File: src/hdl/psjq_pkg.sv
package psjq_pkg;

  localparam int QDEPTH  = 5;
  localparam int PRIO_W  = 8;
  localparam int PAY_W   = 32;
  localparam int RETRY_W = 8;
  localparam int CNT_W   = $clog2(QDEPTH + 1);

  typedef enum logic [1:0] {
    ACT_PUSH  = 2'd0,
    ACT_POP   = 2'd1,
    ACT_RETRY = 2'd2,
    ACT_QUERY = 2'd3
  } psjq_act_t;

  typedef enum logic {
    ST_IDLE  = 1'b0,
    ST_APPLY = 1'b1
  } psjq_state_t;

  typedef struct packed {
    logic capture;
    logic commit;
  } psjq_cmd_t;

endpackage

File: src/hdl/priority_sorted_job_queue.sv
// Channel   Ports                                   Direction
// in        in_valid/in_ready, action, job fields   beat into the queue
// out       out_valid/out_ready, head report        beat out of the queue
//
// A beat is first captured and its priority compared against all five
// slots at once; then the sorted slots shift and the result register is
// loaded. A new beat is taken in the cycle after the commit.
// Reset clears the job count and the handshake state; slot contents are
// left as they are. A stalled result holds the commit until out_ready.
module priority_sorted_job_queue
  import psjq_pkg::*;
(
  input  logic        clk,
  input  logic        rst_n,
  input  logic        in_valid,
  output logic        in_ready,
  input  logic [1:0]  in_action,
  input  logic [7:0]  in_job_priority,
  input  logic [7:0]  in_job_retry,
  input  logic [31:0] in_job_payload,
  output logic        out_valid,
  input  logic        out_ready,
  output logic        out_accepted,
  output logic        out_head_valid,
  output logic [7:0]  out_head_priority,
  output logic [7:0]  out_head_retry,
  output logic [31:0] out_head_payload,
  output logic [2:0]  out_occupancy,
  output logic        out_is_full
);

  psjq_cmd_t cmd;

  psjq_ctrl u_ctrl (
    .clk       (clk),
    .rst_n     (rst_n),
    .in_valid  (in_valid),
    .in_ready  (in_ready),
    .out_valid (out_valid),
    .out_ready (out_ready),
    .cmd       (cmd)
  );

  psjq_dpath u_dpath (
    .clk               (clk),
    .rst_n             (rst_n),
    .cmd               (cmd),
    .in_action         (in_action),
    .in_job_priority   (in_job_priority),
    .in_job_retry      (in_job_retry),
    .in_job_payload    (in_job_payload),
    .out_accepted      (out_accepted),
    .out_head_valid    (out_head_valid),
    .out_head_priority (out_head_priority),
    .out_head_retry    (out_head_retry),
    .out_head_payload  (out_head_payload),
    .out_occupancy     (out_occupancy),
    .out_is_full       (out_is_full)
  );

endmodule

File: src/hdl/psjq_ctrl.sv
module psjq_ctrl
  import psjq_pkg::*;
(
  input  logic      clk,
  input  logic      rst_n,
  input  logic      in_valid,
  output logic      in_ready,
  output logic      out_valid,
  input  logic      out_ready,
  output psjq_cmd_t cmd
);

  psjq_state_t state_r, state_nxt;
  logic        out_valid_r, out_valid_nxt;

  always_ff @(posedge clk) begin
    if (!rst_n) begin
      state_r     <= ST_IDLE;
      out_valid_r <= 1'b0;
    end else begin
      state_r     <= state_nxt;
      out_valid_r <= out_valid_nxt;
    end
  end

  always_comb begin
    state_nxt     = state_r;
    cmd.capture   = 1'b0;
    cmd.commit    = 1'b0;
    in_ready      = 1'b0;
    out_valid_nxt = out_valid_r && !out_ready;
    case (state_r)
      ST_IDLE: begin
        in_ready = 1'b1;
        if (in_valid) begin
          cmd.capture = 1'b1;
          state_nxt   = ST_APPLY;
        end
      end
      ST_APPLY: begin
        // hold until the result register is free
        if (!out_valid_r || out_ready) begin
          cmd.commit    = 1'b1;
          out_valid_nxt = 1'b1;
          state_nxt     = ST_IDLE;
        end
      end
      default: begin
        state_nxt = ST_IDLE;
      end
    endcase
  end

  assign out_valid = out_valid_r;

endmodule

File: src/hdl/psjq_dpath.sv
module psjq_dpath
  import psjq_pkg::*;
(
  input  logic        clk,
  input  logic        rst_n,
  input  psjq_cmd_t   cmd,
  input  logic [1:0]  in_action,
  input  logic [7:0]  in_job_priority,
  input  logic [7:0]  in_job_retry,
  input  logic [31:0] in_job_payload,
  output logic        out_accepted,
  output logic        out_head_valid,
  output logic [7:0]  out_head_priority,
  output logic [7:0]  out_head_retry,
  output logic [31:0] out_head_payload,
  output logic [2:0]  out_occupancy,
  output logic        out_is_full
);

  logic [PRIO_W-1:0]  slot_prio_r  [QDEPTH];
  logic [RETRY_W-1:0] slot_retry_r [QDEPTH];
  logic [PAY_W-1:0]   slot_pay_r   [QDEPTH];
  logic [PRIO_W-1:0]  slot_prio_nxt  [QDEPTH];
  logic [RETRY_W-1:0] slot_retry_nxt [QDEPTH];
  logic [PAY_W-1:0]   slot_pay_nxt   [QDEPTH];
  logic [CNT_W-1:0]   count_r, count_nxt;

  psjq_act_t          req_act_r;
  logic [PRIO_W-1:0]  req_prio_r;
  logic [RETRY_W-1:0] req_retry_r;
  logic [PAY_W-1:0]   req_pay_r;
  logic [QDEPTH-1:0]  le_r, le_nxt;

  logic [PRIO_W-1:0]  in_prio;
  logic               ok;

  logic               acc_r;
  logic               hv_r;
  logic [7:0]         hprio_r;
  logic [7:0]         hretry_r;
  logic [31:0]        hpay_r;
  logic [2:0]         occ_r;
  logic               full_r;

  assign in_prio = PRIO_W'(in_job_priority);

  always_comb begin
    for (int i = 0; i < QDEPTH; i++) begin
      le_nxt[i] = (CNT_W'(i) < count_r) && (slot_prio_r[i] <= in_prio);
    end
  end

  always_ff @(posedge clk) begin
    if (cmd.capture) begin
      req_act_r   <= psjq_act_t'(in_action);
      req_prio_r  <= in_prio;
      req_retry_r <= RETRY_W'(in_job_retry);
      req_pay_r   <= PAY_W'(in_job_payload);
      le_r        <= le_nxt;
    end
  end

  always_comb begin
    slot_prio_nxt  = slot_prio_r;
    slot_retry_nxt = slot_retry_r;
    slot_pay_nxt   = slot_pay_r;
    count_nxt      = count_r;
    ok             = 1'b1;
    case (req_act_r)
      ACT_PUSH: begin
        if (count_r == CNT_W'(QDEPTH)) begin
          ok = 1'b0;
        end else begin
          count_nxt = count_r + 1'b1;
          if (!le_r[0]) begin
            slot_prio_nxt[0]  = req_prio_r;
            slot_retry_nxt[0] = req_retry_r;
            slot_pay_nxt[0]   = req_pay_r;
          end
          for (int i = 1; i < QDEPTH; i++) begin
            if (!le_r[i]) begin
              if (le_r[i-1]) begin
                slot_prio_nxt[i]  = req_prio_r;
                slot_retry_nxt[i] = req_retry_r;
                slot_pay_nxt[i]   = req_pay_r;
              end else begin
                slot_prio_nxt[i]  = slot_prio_r[i-1];
                slot_retry_nxt[i] = slot_retry_r[i-1];
                slot_pay_nxt[i]   = slot_pay_r[i-1];
              end
            end
          end
        end
      end
      ACT_POP: begin
        if (count_r == '0) begin
          ok = 1'b0;
        end else begin
          count_nxt = count_r - 1'b1;
          for (int i = 0; i < QDEPTH - 1; i++) begin
            slot_prio_nxt[i]  = slot_prio_r[i+1];
            slot_retry_nxt[i] = slot_retry_r[i+1];
            slot_pay_nxt[i]   = slot_pay_r[i+1];
          end
        end
      end
      ACT_RETRY: begin
        if (count_r != '0) begin
          slot_retry_nxt[0] = req_retry_r;
        end
      end
      ACT_QUERY: begin
        ok = 1'b1;
      end
      default: begin
        ok = 1'b1;
      end
    endcase
  end

  always_ff @(posedge clk) begin
    if (cmd.commit) begin
      slot_prio_r  <= slot_prio_nxt;
      slot_retry_r <= slot_retry_nxt;
      slot_pay_r   <= slot_pay_nxt;
      acc_r        <= ok;
      hv_r         <= (count_nxt != '0);
      hprio_r      <= (count_nxt != '0) ? 8'(slot_prio_nxt[0]) : 8'd0;
      hretry_r     <= (count_nxt != '0) ? 8'(slot_retry_nxt[0]) : 8'd0;
      hpay_r       <= (count_nxt != '0) ? 32'(slot_pay_nxt[0]) : 32'd0;
      occ_r        <= 3'(count_nxt);
      full_r       <= (count_nxt == CNT_W'(QDEPTH));
    end
  end

  always_ff @(posedge clk) begin
    if (!rst_n) begin
      count_r <= '0;
    end else if (cmd.commit) begin
      count_r <= count_nxt;
    end
  end

  assign out_accepted      = acc_r;
  assign out_head_valid    = hv_r;
  assign out_head_priority = hprio_r;
  assign out_head_retry    = hretry_r;
  assign out_head_payload  = hpay_r;
  assign out_occupancy     = occ_r;
  assign out_is_full       = full_r;

endmodule

File: config.mk
export PLATFORM = sky130hd
export DESIGN_NAME = priority_sorted_job_queue
export DESIGN_NICKNAME = d
export VERILOG_FILES = /design/src/hdl/psjq_pkg.sv /design/src/hdl/priority_sorted_job_queue.sv /design/src/hdl/psjq_ctrl.sv /design/src/hdl/psjq_dpath.sv
export SDC_FILE = /design/constraint.sdc
export NUM_CORES = 1
export LEC_CHECK = 0
export BUFFER_PORTS_ARGS = -buffer_cell sky130_fd_sc_hd__clkbuf_2
export CORE_MARGIN = 3
export CORE_UTILIZATION = 40
export CTS_CLUSTER_DIAMETER = 30
export CTS_CLUSTER_SIZE = 20
export DETAILED_ROUTE_END_ITERATION = 10
export GPL_TIMING_DRIVEN = 1
export SYNTH_ARGS = -nofsm -noshare
export SYNTH_HDL_FRONTEND = slang
export SYNTH_HIERARCHICAL = 1
export SYNTH_SLANG_ARGS = --single-unit
File: constraint.sdc
create_clock -name clk -period 12.65 [get_ports clk]
set_clock_uncertainty 0.15 [all_clocks]
set_input_delay 2.53 -clock clk [delete_from_list [all_inputs] [get_ports clk]]
set_output_delay 2.53 -clock clk [all_outputs]
set_load 0.005 [all_outputs]
Word-level counts from Yosys, hierarchy flattened

Cells that the tools add are included.

Add/subtract/negate cells: 2
Bitwise gates (word level): 3
Divide/modulo/power cells: 0
Reductions and logical operators: 18
Magnitude comparators: 10
Multipliers: 0
Eq/ne operators: 9
Shifts and indexed selects: 0
Mux-type cells: 53

Operators with widths:

| cell                | number |
|---|---|
| $mux 32             | 11 |
| $pmux 128 s2        | 1 |
| $mux 160            | 1 |
| $mux 8              | 19 |
| $mux 128            | 1 |
| $mux 40             | 2 |
| $pmux 32 s2         | 1 |
| $pmux 24 s2         | 1 |
| $le 8x8->1          | 5 |
| $pmux 8 s3          | 1 |
| $reduce_and 5->1    | 3 |
| $mux 1              | 10 |
| $ne 2x2->1 const B  | 5 |
| $eq 3x3->1 const B  | 2 |
| $logic_and 1x1->1   | 6 |
| $lt 1x3->1 const A  | 2 |
| $lt 2x3->1 const A  | 2 |
| $mux 3              | 2 |
| $pmux 3 s2          | 1 |
| $reduce_bool 3->1   | 2 |
| $pmux 1 s2          | 2 |
| $reduce_and 4->1    | 1 |
| $add 3x1->3 const B | 1 |
| $logic_not 3->1     | 1 |
| 9 further kinds     | 12 |

ROM bits: 0
RAM bits: 0
Output and inout port bits: 56
Word-level logic and storage cells: 125
Latch bits: 0
Flip-flop bits (word level): 354
Memories: 0
Input port bits: 54

Logic depth before layout (Yosys ltp)

Word-level depth: 5
Depth in mapped cells: 10

Modules after synthesis

Netlist, hierarchy kept.

Modules (own cells, without submodules):

| module     | instances | cells an instance | area each (µm²) | sequential area each (µm²) |
|---|---|---|---|---|
| psjq_dpath | 1         | 1270              | 16361.9         | 10540.1 |
| psjq_ctrl  | 1         | 9                 | 102.6           | 40.0 |

Least setup slack after synthesis

OpenSTA, ideal clock, no wires.

Path type: input to register
Start point: input port out_ready
End point: register u_dpath/slot_pay_r[0] (netlist bit), enable pin
Buffers on the path: 0
Arrival time: 8.677 ns
Setup slack: 3.300 ns
Cell stages on the path: 3
Path through: nand2b_4 -> and2_1 -> nor3b_1

RTL lines:

| element              | RTL line                        | text |
|---|---|---|
| from (decl)          | priority_sorted_job_queue.sv:22 | `input logic out_ready,` |
| to (signal assigned) | psjq_dpath.sv:125               | `slot_pay_r <= slot_pay_nxt;` |
| to (decl)            | psjq_dpath.sv:22                | `logic [PAY_W-1:0] slot_pay_r [QDEPTH];` |

==> flow_metrics.tcl <==
set metrics [dict create \
    outcome "finished clean" \
    core_area_um2 40190 \
    period_needed_ns 4.941 \
    viasPerCell 5.358 \
    tns_ns 0 \
    final_layout_size_suffix_gt1_share_pct 22.92 \
    setup_viol_count_final 0 \
    start_kind "primary input" \
    setup_ws_ns 7.709 \
    yosysSeqAreaShare_pct 64.26 \
    synth_area_leader_cell "edfxtp_1" \
    hold_slack_ns 0.3654 \
    path_cells "clkbuf_2 > nand2b_4 > and2_4 > nand2_1 > a21oi_4 > buf_4" \
    grt_max_degree 88 \
    synthArstFlopShare_pct 0 \
    clk_pin_slew_ns 0.04 \
    numCtsBuffers 88 \
    timing.final.crit_share_pct 39.06 \
    wl_per_cell_um 19.73 \
    r2r-start "u_dpath/count_r[0]" \
    end_kind "register" \
    ios 110 \
    grt-ovfl-total 0 \
    crit_buf_inv 2 \
    fin_area_um2 20600 \
    port_buffers 109 \
    grt_pass1_wl_um 62400 \
    synth_area_leaders "edfxtp_1, mux2i_1, nand2_1" \
    synth_ff_type "edfxtp_1" \
    syn_avg_cell_area_um2 12.87 \
    synth_edf_count 349 \
    via_count 10807 \
    ys_types 47 \
    fillers 3474 \
    slowest_delay_ns 0.61 \
    clock.fmax_mhz 202.4 \
    postCtsResizedCells 0 \
    grt_pass1_vias 11086 \
    synth.most_common_cell "edfxtp_1" \
    dr.pass1.iters 5 \
    cts_sinks 354 \
    start_util_pct 40.97 \
    crit_family "simple AND/OR/NAND/NOR gates" \
    synth_cells 1279 \
    cts_hold_buf 0 \
    p_per_area_nw_per_um2 188.5 \
    dpl.hpwl_um 21920 \
    die_h_um 208.9 \
    die-area_um2 43630 \
    worstMarginPinSlew_ns 1.135 \
    synth_commonest_cells "edfxtp_1, nand2_1, o21ai_0" \
    antenna_found_initial 0 \
    cts_tree "done" \
    p_leak_nw 7.685 \
    clock_path_buffers 3 \
    slowest_stage "and2_4" \
    synth_warnings 6 \
    path_class "in -> reg" \
    dp_slack_ns 7.065 \
    nets 1516 \
    worst_ep_arrival_time_ns 5.00 \
    clk_latency_ns 0.59 \
    rsz0062_at_grt "false" \
    place.gp.congestion 0.8049 \
    syn_nets 1377 \
    area_growth_pct 25.14 \
    post-cts-setup-buffers 0 \
    syn_area_um2 16460 \
    hold_viol_final 0 \
    ys_seq_elements 354 \
    track_usage_pct 17.99 \
    slew_headroom_pct 24.08 \
    die-width_um 208.9 \
    cts_max_level 3 \
    clockRootBuffer "clkbuf_16" \
    hp-class "reg -> reg" \
    dpl_cell_area_um2 17530 \
    ir_drop_mv 0.09921 \
    max_cap_violations 0 \
    drt-initial-drc-count 873 \
    drc 0 \
    crit_start "out_ready" \
    n_antenna_cell 0 \
    min_from "u_ctrl/out_valid" \
    drv_slew 0 \
    cp_max_fo 49 \
    yosysTopAreaCellShare_pct 63.65 \
    drt-total-wl_um 39800 \
    rows 73 \
    final_antenna_net_count 0 \
    fin_util_pct 51.27 \
    cp.required_ns 12.71 \
]
## layout by cell type, fill, tap and decap left out, types with 10 or more instances in the layout
cell type	instances
mux2i_1	147
nand2_1	238
edfxtp_1	349
a21oi_1	58
clkinv_4	11
buf_4	17
clkinvlp_4	13
clkinv_2	12
nor2_1	22
o21ai_0	152
a22oi_1	42
inv_1	28
clkbuf_16	91
mux2_2	47
clkbuf_2	109
inv_6	10
ha_1	44
bufinv_16	13
## logic make-up (layout without fill, tap and decap cells)
logic type,Yosys count,after routing,share of synthesized area (%)
compound gates,284,284,9.887
xor+xnor,2,2,0.1064
flops,354,354,64.26
fa+ha+maj,44,44,3.344
buf+inv,106,319,2.759
simple gates,295,295,7.493
mux,194,194,12.15
## layer usage
layer | vias up | track usage, % | part of all wire [%]
met5 | - | 0 | 0
met4 | 0 | 7.413 | 3.0
met3 | 74 | 3.453 | 4.5
met2 | 286 | 28.13 | 46
met1 | 5344 | 24.78 | 46
li1 | 5103 | - | -
## flip-flops by register name, indices dropped and copies added (netlist names), 8 cells and up
name,count
u_dpath/out_head_retry,8
u_dpath/req_pay_r,32
u_dpath/slot_prio_r,40
u_dpath/req_retry_r,8
u_dpath/req_prio_r,8
u_dpath/slot_retry_r,40
u_dpath/slot_pay_r,160
u_dpath/out_head_payload,32
u_dpath/out_head_priority,8
## through the flow
step           cells  power, mW
2_1_floorplan   1279      1.526
6_report        2017      3.884
3_5_place_dp    1853      1.601
5_1_grt         2017      4.019
4_1_cts         2017      3.925
3_3_place_gp    1853      1.596
## where the power goes
part / switching [mW] / total (mW) / internal [mW]
registers: 0.0304 / 1.38 / 1.35
logic: 0.127 / 0.202 / 0.0749
clock network: 0.720 / 2.30 / 1.58
## worst paths after layout
path                                   to  slack (ns)  cells after the start
max reg2reg  u_dpath/out_head_priority[6]        8.32                     10
min reg2reg              u_ctrl/out_valid        0.37                      2
min                      u_ctrl/out_valid        0.37                      2
max              u_dpath/slot_retry_r[27]        7.71                      6
## final cells by class
cell class	instances	area (um^2)	share of cell area, %
clock buffers	97	2300	11.16
clock inverters	67	778.2	3.777
inverters	29	108.9	0.5283
multi-input cells	819	5507	26.73
flip-flops and latches	354	10580	51.35
well taps	525	656.9	3.188
repair buffers	126	673.1	3.267
## worst reg2reg max path, stage by stage (launching register included)
cell and delay [ns]:
dfxtp_1 0.46, inv_1 0.15, ha_1 0.26, nand2b_1 0.14, and3_4 0.67, buf_4 0.69
buf_4 0.75, nor2_4 0.11, buf_4 0.34, nand2_1 0.17, a21oi_1 0.12
Note: power is estimated with default switching activity, not from simulation.
